--- src/rtl/sorted_table_binary_search_macros.svh ---
// Assertion macros for the sorted table search block
`ifndef SORTED_TABLE_BINARY_SEARCH_MACROS_SVH
`define SORTED_TABLE_BINARY_SEARCH_MACROS_SVH
`ifndef SYNTHESIS
`define STS_CHECK(lbl, clk, rstn, prop) \
    lbl: assert property (@(posedge clk) disable iff (!rstn) prop) \
        else $error("sts check failed");
`define STS_CHECK_ALWAYS(lbl, clk, prop) \
    lbl: assert property (@(posedge clk) prop) \
        else $error("sts check failed");
`else
`define STS_CHECK(lbl, clk, rstn, prop)
`define STS_CHECK_ALWAYS(lbl, clk, prop)
`endif
`endif

--- src/rtl/sts_pkg.sv ---
// Shared constants and types for the sorted table search block
package sts_pkg;
    localparam int MAX_ENTRIES = 16;
    localparam int IDX_W = (MAX_ENTRIES > 1) ? $clog2(MAX_ENTRIES) : 1;
    localparam int CNT_W = $clog2(MAX_ENTRIES + 1);
    localparam int DATA_W = 32;
    localparam int POS_W = 4;
    localparam int STAT_W = 3;

    localparam logic [1:0] CMD_CLEAR  = 2'd0;
    localparam logic [1:0] CMD_APPEND = 2'd1;
    localparam logic [1:0] CMD_SEARCH = 2'd2;

    localparam logic [STAT_W-1:0] ST_CLEARED  = 3'd0;
    localparam logic [STAT_W-1:0] ST_APPENDED = 3'd1;
    localparam logic [STAT_W-1:0] ST_FULL     = 3'd2;
    localparam logic [STAT_W-1:0] ST_FOUND    = 3'd3;
    localparam logic [STAT_W-1:0] ST_NOTFOUND = 3'd4;

    typedef struct packed {
        logic              valid;
        logic [STAT_W-1:0] status;
        logic [POS_W-1:0]  position;
    } t_res;

    // upper middle of the window [lo, top)
    function automatic logic [IDX_W-1:0] mid_of(input logic [CNT_W-1:0] lo,
                                                input logic [CNT_W-1:0] top);
        logic [CNT_W:0] sum;
        sum = {1'b0, lo} + {1'b0, top};
        return IDX_W'(sum[CNT_W:1]);
    endfunction
endpackage

--- src/rtl/sts_ram.sv ---
// Generic single-write, single-read synchronous RAM with registered read data
module sts_ram #(
    parameter int DEPTH = 16,
    parameter int WIDTH = 32,
    parameter int AW    = 4
) (
    input  logic             i_clk,
    input  logic             i_we,
    input  logic [AW-1:0]    i_waddr,
    input  logic [WIDTH-1:0] i_wdata,
    input  logic             i_re,
    input  logic [AW-1:0]    i_raddr,
    output logic [WIDTH-1:0] o_rdata
);
    logic [WIDTH-1:0] r_mem [DEPTH];
    logic [WIDTH-1:0] r_rdata;

    always_ff @(posedge i_clk) begin
        if (i_we) begin
            r_mem[i_waddr] <= i_wdata;
        end
    end

    always_ff @(posedge i_clk) begin
        if (i_re) begin
            r_rdata <= r_mem[i_raddr];
        end
    end

    assign o_rdata = r_rdata;
endmodule

--- src/rtl/sts_ctrl.sv ---
// Command sequencer: table fill count, append writes and binary search probes
`include "sorted_table_binary_search_macros.svh"
module sts_ctrl
    import sts_pkg::*;
(
    input  logic                     i_clk,
    input  logic                     i_rst_n,
    input  logic                     i_valid,
    output logic                     o_ready,
    input  logic [1:0]               i_command,
    input  logic signed [DATA_W-1:0] i_operand_value,
    input  logic                     i_slot_free,
    output t_res                     o_res
);
    localparam logic S_IDLE  = 1'b0;
    localparam logic S_PROBE = 1'b1;

    logic                     r_state, n_state;
    logic [CNT_W-1:0]         r_count, n_count;
    logic [CNT_W-1:0]         r_lo, n_lo;
    logic [CNT_W-1:0]         r_top, n_top;
    logic [IDX_W-1:0]         r_mid, n_mid;
    logic signed [DATA_W-1:0] r_key, n_key;

    logic                     accept;
    logic                     we;
    logic                     re;
    logic [IDX_W-1:0]         raddr;
    logic signed [DATA_W-1:0] rdata;
    logic [CNT_W-1:0]         step_lo, step_top;

    sts_ram #(.DEPTH(MAX_ENTRIES), .WIDTH(DATA_W), .AW(IDX_W)) u_ram (
        .i_clk   (i_clk),
        .i_we    (we),
        .i_waddr (IDX_W'(r_count)),
        .i_wdata (i_operand_value),
        .i_re    (re),
        .i_raddr (raddr),
        .o_rdata (rdata)
    );

    assign o_ready = (r_state == S_IDLE) && i_slot_free;
    assign accept  = i_valid && o_ready;

    // narrow the window around the probe just read
    always_comb begin
        step_lo  = r_lo;
        step_top = r_top;
        if (r_key < rdata) begin
            step_top = CNT_W'(r_mid);
        end else begin
            step_lo = CNT_W'(r_mid) + CNT_W'(1);
        end
    end

    always_comb begin
        n_state = r_state;
        n_count = r_count;
        n_lo    = r_lo;
        n_top   = r_top;
        n_mid   = r_mid;
        n_key   = r_key;
        we      = 1'b0;
        re      = 1'b0;
        raddr   = r_mid;
        o_res   = '0;
        case (r_state)
            S_IDLE: begin
                if (accept) begin
                    case (i_command)
                        CMD_CLEAR: begin
                            n_count      = '0;
                            o_res.valid  = 1'b1;
                            o_res.status = ST_CLEARED;
                        end
                        CMD_APPEND: begin
                            o_res.valid = 1'b1;
                            if (r_count >= CNT_W'(MAX_ENTRIES)) begin
                                o_res.status = ST_FULL;
                            end else begin
                                we           = 1'b1;
                                n_count      = r_count + CNT_W'(1);
                                o_res.status = ST_APPENDED;
                            end
                        end
                        CMD_SEARCH: begin
                            if (r_count == '0) begin
                                o_res.valid  = 1'b1;
                                o_res.status = ST_NOTFOUND;
                            end else begin
                                n_lo    = '0;
                                n_top   = r_count;
                                n_mid   = mid_of('0, r_count);
                                raddr   = n_mid;
                                re      = 1'b1;
                                n_key   = i_operand_value;
                                n_state = S_PROBE;
                            end
                        end
                        default: begin
                            // unused code: drop the item
                        end
                    endcase
                end
            end
            S_PROBE: begin
                if (r_key == rdata) begin
                    o_res.valid    = 1'b1;
                    o_res.status   = ST_FOUND;
                    o_res.position = POS_W'(r_mid);
                    n_state        = S_IDLE;
                end else if (step_lo >= step_top) begin
                    o_res.valid  = 1'b1;
                    o_res.status = ST_NOTFOUND;
                    n_state      = S_IDLE;
                end else begin
                    n_lo  = step_lo;
                    n_top = step_top;
                    n_mid = mid_of(step_lo, step_top);
                    raddr = n_mid;
                    re    = 1'b1;
                end
            end
            default: begin
                n_state = S_IDLE;
            end
        endcase
    end

    always_ff @(posedge i_clk) begin
        if (!i_rst_n) begin
            r_state <= S_IDLE;
            r_count <= '0;
        end else begin
            r_state <= n_state;
            r_count <= n_count;
        end
    end

    always_ff @(posedge i_clk) begin
        r_lo  <= n_lo;
        r_top <= n_top;
        r_mid <= n_mid;
        r_key <= n_key;
    end

    `STS_CHECK(a_res_has_slot, i_clk, i_rst_n, o_res.valid |-> i_slot_free)
    `STS_CHECK(a_count_bound, i_clk, i_rst_n, r_count <= CNT_W'(MAX_ENTRIES))
    `STS_CHECK(a_probe_window, i_clk, i_rst_n,
        (r_state == S_PROBE) |-> ((r_lo < r_top) && (CNT_W'(r_mid) < r_top)
            && (CNT_W'(r_mid) >= r_lo)))
    `STS_CHECK_ALWAYS(a_reset_idle, i_clk, !i_rst_n |=> (r_state == S_IDLE))
endmodule

--- src/rtl/sorted_table_binary_search.sv ---
// Top level of the sorted table search block with its result register
// Clear and append hand their result to the result register in the cycle that
// they are taken. A search issues the first table read when it is taken and then
// makes at most log2(MAX_ENTRIES) + 1 probes; the single read port of the table
// memory, registered, sets the pace of one probe a cycle. An item is taken
// only while no search is running and the result register is free or being
// emptied in the same cycle. Unused command codes are taken and give no result.
// Table contents are not cleared at reset; only the fill count is.
module sorted_table_binary_search
    import sts_pkg::*;
(
    input  logic                     i_clk,
    input  logic                     i_rst_n,
    input  logic                     i_valid,
    output logic                     o_ready,
    input  logic [1:0]               i_command,
    input  logic signed [DATA_W-1:0] i_operand_value,
    output logic                     o_valid,
    input  logic                     i_ready,
    output logic [STAT_W-1:0]        o_status,
    output logic [POS_W-1:0]         o_position
);
    logic              r_out_valid;
    logic [STAT_W-1:0] r_status;
    logic [POS_W-1:0]  r_position;
    logic              slot_free;
    t_res              res;

    assign slot_free = !r_out_valid || i_ready;

    sts_ctrl u_ctrl (
        .i_clk           (i_clk),
        .i_rst_n         (i_rst_n),
        .i_valid         (i_valid),
        .o_ready         (o_ready),
        .i_command       (i_command),
        .i_operand_value (i_operand_value),
        .i_slot_free     (slot_free),
        .o_res           (res)
    );

    // hold the result until the consumer takes it
    always_ff @(posedge i_clk) begin
        if (!i_rst_n) begin
            r_out_valid <= 1'b0;
        end else if (res.valid) begin
            r_out_valid <= 1'b1;
        end else if (i_ready) begin
            r_out_valid <= 1'b0;
        end
    end

    always_ff @(posedge i_clk) begin
        if (res.valid) begin
            r_status   <= res.status;
            r_position <= res.position;
        end
    end

    assign o_valid    = r_out_valid;
    assign o_status   = r_status;
    assign o_position = r_position;
endmodule

--- config.mk ---
export PLATFORM = sky130hd
export DESIGN_NAME = sorted_table_binary_search
export DESIGN_NICKNAME = d
export VERILOG_FILES = /design/src/rtl/sts_pkg.sv /design/src/rtl/sts_ram.sv /design/src/rtl/sts_ctrl.sv /design/src/rtl/sorted_table_binary_search.sv
export VERILOG_INCLUDE_DIRS = /design/src /design/src/rtl
export SDC_FILE = /design/constraint.sdc
export NUM_CORES = 1
export LEC_CHECK = 0
export ABC_AREA = 1
export BUFFER_PORTS_ARGS = -buffer_cell sky130_fd_sc_hd__buf_2
export CAP_MARGIN = 20
export CORE_ASPECT_RATIO = 0.6
export CORE_UTILIZATION = 50
export DETAILED_ROUTE_END_ITERATION = 8
export HOLD_SLACK_MARGIN = 0.06
export PLACE_DENSITY = 0.66
export SLEW_MARGIN = 20
export SYNTH_ARGS = -nofsm -noshare
export SYNTH_HDL_FRONTEND = slang
export SYNTH_SLANG_ARGS = --single-unit
--- constraint.sdc ---
create_clock -name i_clk -period 8.6 [get_ports i_clk]
set_input_delay 0.86 -clock i_clk [delete_from_list [all_inputs] [get_ports i_clk]]
set_output_delay 0.86 -clock i_clk [all_outputs]
set_load 0.05 [all_outputs]
==> results of run 1 <==
[state kept, by name, indices dropped and copies added (netlist names)]
register	cells
u_ctrl.u_ram.r_mem	512
o_position	4
u_ctrl.r_count	5
u_ctrl.r_state	1
o_status	3
u_ctrl.r_key	32
u_ctrl.r_top	5
o_valid	1
u_ctrl.r_mid	4
u_ctrl.r_lo	5
u_ctrl.u_ram.o_rdata	32
[worst min-delay path: stages]
cell,delay [ns]
buf_2,0.09
o21ai_0,0.08
inv_1,0.05
[metrics by stage]
step | area [sq um] | utilization
4_1_cts | 29800 | 0.5602
6_report | 29800 | 0.5603
2_1_floorplan | 27270 | -
3_3_place_gp | 28100 | 0.5283
5_1_grt | 29800 | 0.5603
3_5_place_dp | 28100 | 0.5283
[report_power, final]
group	internal, W	total (W)	switching [W]
clock network	0.00131	0.00239	0.00108
logic	0.000700	0.00249	0.00179
registers	0.00332	0.00334	0.0000224
total	0.00534	0.00823	0.00289
[cell type report]
cell class	count	area [sq um]	area share
clock buffer	62	1403	0.04706
timing repair buffer	79	494.2	0.01658
clock inverter	35	296.5	0.009950
sequential	604	18030	0.6049
inverter	598	2251	0.07552
multi-input combinational	1272	6450	0.2164
antenna	1	2.502	0.00008396
tap	703	879.6	0.02951
[cell families (layout without fill, tap and decap cells)]
group / after synthesis / after routing / synth area share
DFF: 604 / 604 / 0.6611
and+or+nand+nor: 1171 / 1171 / 0.1971
other: 0 / 1 / 0
xor gates and xnor gates: 5 / 5 / 0.001606
buffers and inverters: 731 / 774 / 0.1087
adders and majority gates: 47 / 47 / 0.02184
AOI/OAI and AO/OA: 49 / 49 / 0.009727
[layout by cell type, fill, tap and decap left out, types with 2 or more instances in the layout]
cell type    n
a211oi_1     2
clkbuf_16   55
o211ai_1     2
inv_1      591
nor3_1       3
nor2_1      29
clkbuf_1     7
nand3_1    467
clkinv_1    15
buf_4       31
nor2_2       3
edfxtp_1   593
clkinv_2    13
ha_1        46
clkinv_4     2
inv_2        3
bufinv_16    5
a21oi_1     27
a21oi_4      2
nor2_4      18
dfxtp_1     11
buf_2       46
nand3_4      3
o21ai_0     14
nand4_1    129
inv_4        2
nand2_1    513
xor2_1       5
[per-layer routing]
layer,vias up,global-route usage,part of all wire
met5,-,0,0.00012
met4,2,0.06840,0.026
met3,153,0.05212,0.10
met2,948,0.3682,0.42
met1,8850,0.3840,0.45
li1,8617,-,-
[path summary, 6_finish.rpt]
path | end | slack [ns] | depth (start not counted)
worst max-delay path | u_ctrl.u_ram.o_rdata[3] | 1.70 | 28
worst min-delay path | o_valid | 0.54 | 3
worst max register to register | u_ctrl.u_ram.o_rdata[3] | 1.70 | 28
worst min register to register | u_ctrl.r_count[0] | 0.54 | 2
==> summary.txt, run 1 <==
Min path
  • Hold Path Class: input port to flop
  • Hold Crit Start: i_rst_n

Yosys
  • Top cells by count, synth: 593 x edfxtp_1, 593 x inv_1, 513 x nand2_1
  • Syn nets: between 2000 and 3000
  • Post-Syn Area: between 0.02 and 0.03 sq mm
  • Synth area leaders: edfxtp_1 65%, nand3_1 8.6%, inv_1 8.2%
  • Post-synthesis sequential area ratio: 0.6611
  • Post-synth cell types: 32
  • Synth warn: 0
  • Top cell type's share of synthesized area: 0.6530
  • Ys async rst share: 0
  • Avg Synthesized Cell Area: approximately 10 sq um
  • Main synth FF type: edfxtp_1
  • Syn Inst Count: about 2600
  • Synth area leader: edfxtp_1
  • Post-synth EDFFs: 593
  • Flop and latch count out of synthesis: approximately 600

CTS
  • Clk pin slew, worst setup/hold paths: 0.07 ns
  • Clock latency on the worst-skew pair: roughly 0.6 ns
  • Clock Path Buffers: 3
  • Root Driver: clkbuf_16
  • Hold buffers post-CTS: 0
  • CTS buffer count: 54
  • CTS H-tree depth: 2
  • CTS tree: yes
  • # resized after CTS: 0
  • Clock sinks: between 600 and 700
  • Setup Fix Bufs, Post-CTS: 0

Drt
  • Detailed Route WL: between 60000 and 70000 um
  • WL/cell: approximately 21 um
  • Via density: roughly 5.5
  • Antenna-violating nets left: 0
  • DR pass1 iterations: 7
  • Via Count: between 15000 and 20000
  • # DRC: 0
  • Starting DRT DRC Count: 2303

Die
  • Top-level I/O count: between 40 and 50
  • Die Ht: around 180 um
  • Die area: 0.05551 sq mm
  • Row cnt: 65
  • Die Wd: roughly 300 um
  • Core footprint: around 0.053 sq mm
  • Initial Util: 0.5127

Pwr
  • Power per cell area: ~280 mW/mm^2
  • VDD IR-drop max: 0.0002198 V
  • Design Power: 0.008227 W
  • Static Leak: between 10 and 15 nW

Worst setup path
  • Crit path top cell by count: nand2_1
  • CP startpoint kind: flop
  • Crit path from: u_ctrl.u_ram.o_rdata[3]
  • Critical path type: flop to flop
  • CP Capture Type: flop
  • CP max stage delay: between 0.9 and 1 ns
  • Arr. time, crit path: 7.24 ns
  • Crit path max-delay cell type: inv_4
  • Crit path max-delay family: simple AND/OR/NAND/NOR gates
  • CP Buf/Inv Count: 3
  • Critical R2R Launch: u_ctrl.u_ram.o_rdata[3]
  • Critical path fanouts, max: 81
  • Critical path required time: 8.94 ns

STA
  • Fin. Hold Viols: 0
  • Final worst path period need: 6.899 ns
  • Setup Viol. Count Final: 0
  • Unrepaired setup endpoints after global routing: false
  • Peak Freq: 145.0 MHz
  • Slew Viols, Final: 0
  • Setup Skew: 0.02500 ns
  • Rel. slew slack: 0.2635
  • Period Utilization, post-route: 0.8022
  • Worst-margin pin slew: between 1 and 1.5 ns
  • Hold slack: approximately 0.54 ns
  • Final WS setup: 1.701 ns
  • Final setup TNS: 0 ns

Outcome
  • Status: complete, no violations

Cells and area
  • Area growth, synth to finish: 9.296%
  • Share of post-route cells with drive strength above 1: 0.07208
  • Fill cells: around 4500
  • Layout Cells excl Fill: roughly 3400
  • Nets@finish: about 2700

Placement
  • Port buffer count: 46
  • Pre-CTS WS: between 1.5 and 2 ns
  • DP Cell Count: 3256
  • DP Wirelength: ~36000 um
  • GP Congestion: 0.8830

Global routing
  • Gr ovfl total: 0
  • First-pass GRT wire length: approximately 110000 um
  • Largest net degree at the start of global routing: between 100 and 150
  • Initial antenna violation count: 2
  • Total GRT Usage: 0.2528
  • Vias in the first global route: about 18000

Job
  • Max cap viols: 0
No activity file was read; power rests on OpenSTA's default activity.
==> inputs of run 2 (changes only) <==
==> constraint.sdc (replaced) <==
create_clock -name i_clk -period 6.8 [get_ports i_clk]
set_input_delay 0.68 -clock i_clk [delete_from_list [all_inputs] [get_ports i_clk]]
set_output_delay 0.68 -clock i_clk [all_outputs]
set_load 0.05 [all_outputs]
==> run 2 against run 1 <==
Sequential cell count is the same. Clock skew grew 0.00073 ns. Sequential share of layout area shrank 0.14 points. Clock power grew 26%.
==> summary.txt, run 2 (synthesis gave the netlist of run 1 again) <==
Drt
  • Via density: 5.425 (-2.0%)
  • Via Count: 18205 (-2.0%)
  • WL/cell: 20.37 um (-1.2%)
  • DR pass1 iterations: 7 (unchanged)
  • Antenna-violating nets left: 0 (unchanged)
  • Detailed Route WL: 68360 um (-1.2%)
  • Starting DRT DRC Count: 1977 (-14%)
  • # DRC: 0 (unchanged)

Min path
  • Hold Path Class: input port to flop

Cells and area
  • Footprint of the multi-input gates: 0.006450 sq mm (unchanged)
  • Final instance area: 0.02987 sq mm (+0.23%)
  • Antenna cells: 0 (-1)
  • Nets@finish: 2697 (+0.11%)
  • Area growth, synth to finish: 9.548%
  • Register area: 0.01803 sq mm (unchanged)
  • Fill cells: 4500 (+1.1%)
  • Commonest non-fill, non-tap cell in the layout: edfxtp_1
  • Post-layout util: 0.5616 (+0.001294)
  • Reg with most FFs: u_ctrl.u_ram.r_mem
  • Most frequent cells in the layout: 593 x edfxtp_1, 591 x inv_1, 513 x nand2_1
  • Number of flip-flops under the largest register name: 512 (unchanged)
  • Share of post-route cells with drive strength above 1: 0.07237 (+0.0002954)

Job
  • Max cap viols: 0 (unchanged)

Die
  • Row cnt: 65 (unchanged)
  • Die Ht: 182.9 um (unchanged)
  • Initial Util: 0.5127 (unchanged)
  • Die Wd: 303.5 um (unchanged)
  • Core footprint: 0.05319 sq mm (unchanged)
  • Die area: 0.05551 sq mm (unchanged)
  • Top-level I/O count: 47 (unchanged)

STA
  • Peak Freq: 175.0 MHz (+21%)
  • Worst-margin pin slew: 1.149 ns (+0.04435 ns)
  • Slew Viols, Final: 0 (unchanged)
  • Fin. Hold Viols: 0 (unchanged)
  • Rel. slew slack: 0.2329 (-0.03068)
  • Setup Skew: 0.02574 ns (+0.0007338 ns)
  • Final WS setup: 1.085 ns (-0.6165 ns)
  • Period Utilization, post-route: 0.8405 (+0.03829)
  • Final setup TNS: 0 ns (unchanged)
  • Final worst path period need: 5.715 ns (-1.184 ns)
  • Setup Viol. Count Final: 0 (unchanged)
  • Unrepaired setup endpoints after global routing: false

CTS
  • CTS H-tree depth: 2 (unchanged)
  • Hold buffers post-CTS: 0 (unchanged)
  • Root Driver: clkbuf_16
  • Clock latency on the worst-skew pair: 0.59 ns (about the same)
  • Clock sinks: 604 (unchanged)
  • Clock Path Buffers: 3 (unchanged)
  • CTS buffer count: 55 (+1.9%)
  • CTS tree: yes
  • # resized after CTS: 0 (unchanged)
  • Clk pin slew, worst setup/hold paths: 0.07 ns (about the same)
  • Setup Fix Bufs, Post-CTS: 0 (unchanged)

Placement
  • GP Congestion: 0.8217 (-6.9%)
  • Pre-CTS WS: 1.220 ns (-0.6283 ns)
  • DP Wirelength: 34270 um (-3.6%)
  • Placed Area: 0.02817 sq mm (+0.28%)
  • Port buffer count: 46 (unchanged)

Worst setup path
  • Arr. time, crit path: 6.05 ns (-1.19 ns)
  • CP startpoint kind: flop
  • Critical path type: flop to flop
  • Critical path fanouts, max: 87 (+7.4%)
  • Critical path required time: 7.13 ns (-1.81 ns)
  • CP Capture Type: flop

Global routing
  • Vias in the first global route: 17327 (-3.1%)
  • Total GRT Usage: 0.2502 (-0.002617)
  • First-pass GRT wire length: 103900 um (-1.7%)
  • Largest net degree at the start of global routing: 149 (+39%)
  • Gr ovfl total: 0 (unchanged)
  • Initial antenna violation count: 2 (unchanged)

Pwr
  • Static Leak: 12.78 nW (+0.25%)
  • Design Power: 0.01043 W (+27%)
  • VDD IR-drop max: 0.0003317 V (+51%)
  • Power per cell area: 349.1 mW/mm^2 (+26%)

Outcome
  • Status: complete, no violations
## run 2: area by class of cell
cell class	count	share of cell area
Multi-Input combinational cell	1272	0.2159
Timing Repair Buffer	81	0.01902
Clock inverter	37	0.01001
Tap cell	703	0.02945
Inverter	598	0.07531
Clock buffer	61	0.04683
Sequential cell	604	0.6035
## run 2: through the flow
| stage | hold WS (ns) | std cells |
|---|---|---|
| detailed placement | 0.5426 | 3258 |
| finish | 0.3462 | 3356 |
| CTS | 0.3118 | 3356 |
| global route | 0.3522 | 3356 |
| floorplan | 0.4874 | 2607 |
| global placement | 0.5175 | 3258 |
## run 2: path summary, 6_finish.rpt
| kind | to | slack, ns | cells past startpoint | startpoint |
|---|---|---|---|---|
| setup / recovery | u_ctrl.u_ram.o_rdata[16] | 1.08 | 26 | u_ctrl.u_ram.o_rdata[5] |
| hold reg to reg | u_ctrl.r_count[0] | 0.55 | 2 | u_ctrl.r_count[0] |
| hold / removal | o_valid | 0.35 | 3 | i_rst_n |
| setup reg to reg | u_ctrl.u_ram.o_rdata[16] | 1.08 | 26 | u_ctrl.u_ram.o_rdata[5] |
## run 2: power breakdown
part,switching [W],internal (W)
Combinational,0.00227,0.000920
Clock,0.00135,0.00166
Sequential,0.0000283,0.00420
Total,0.00365,0.00678
## run 2: metal layers
metal / track usage / routed length [um] / vias up
met5: 0 / 21 / -
met1: 0.3722 / 30660 / 8696
met4: 0.05440 / 1198 / 4
met3: 0.05544 / 6836 / 99
met2: 0.3761 / 29650 / 800
li1: - / - / 8606
## run 2: critical path, cell delays in order (launching register included)
cell and delay (ns):
edfxtp_1 0.41, inv_1 0.08, ha_1 0.24, a21oi_1 0.16, nor2_1 0.06, nor2_1 0.08
nand3_1 0.18, nand3_1 0.12, nand2_1 0.12, nand2_1 0.14, nand3_1 0.16, nand2_1 0.26
nand2_1 0.09, nand2_1 0.13, inv_1 0.07, ha_1 0.32, a21oi_1 0.21, nand2_1 0.09
nor2_2 0.23, nand2_4 0.11, nand3_4 0.42, buf_4 0.90, nand4_1 0.17, nand3_1 0.16
nand3_1 0.10, nand3_1 0.21, nand2_1 0.07
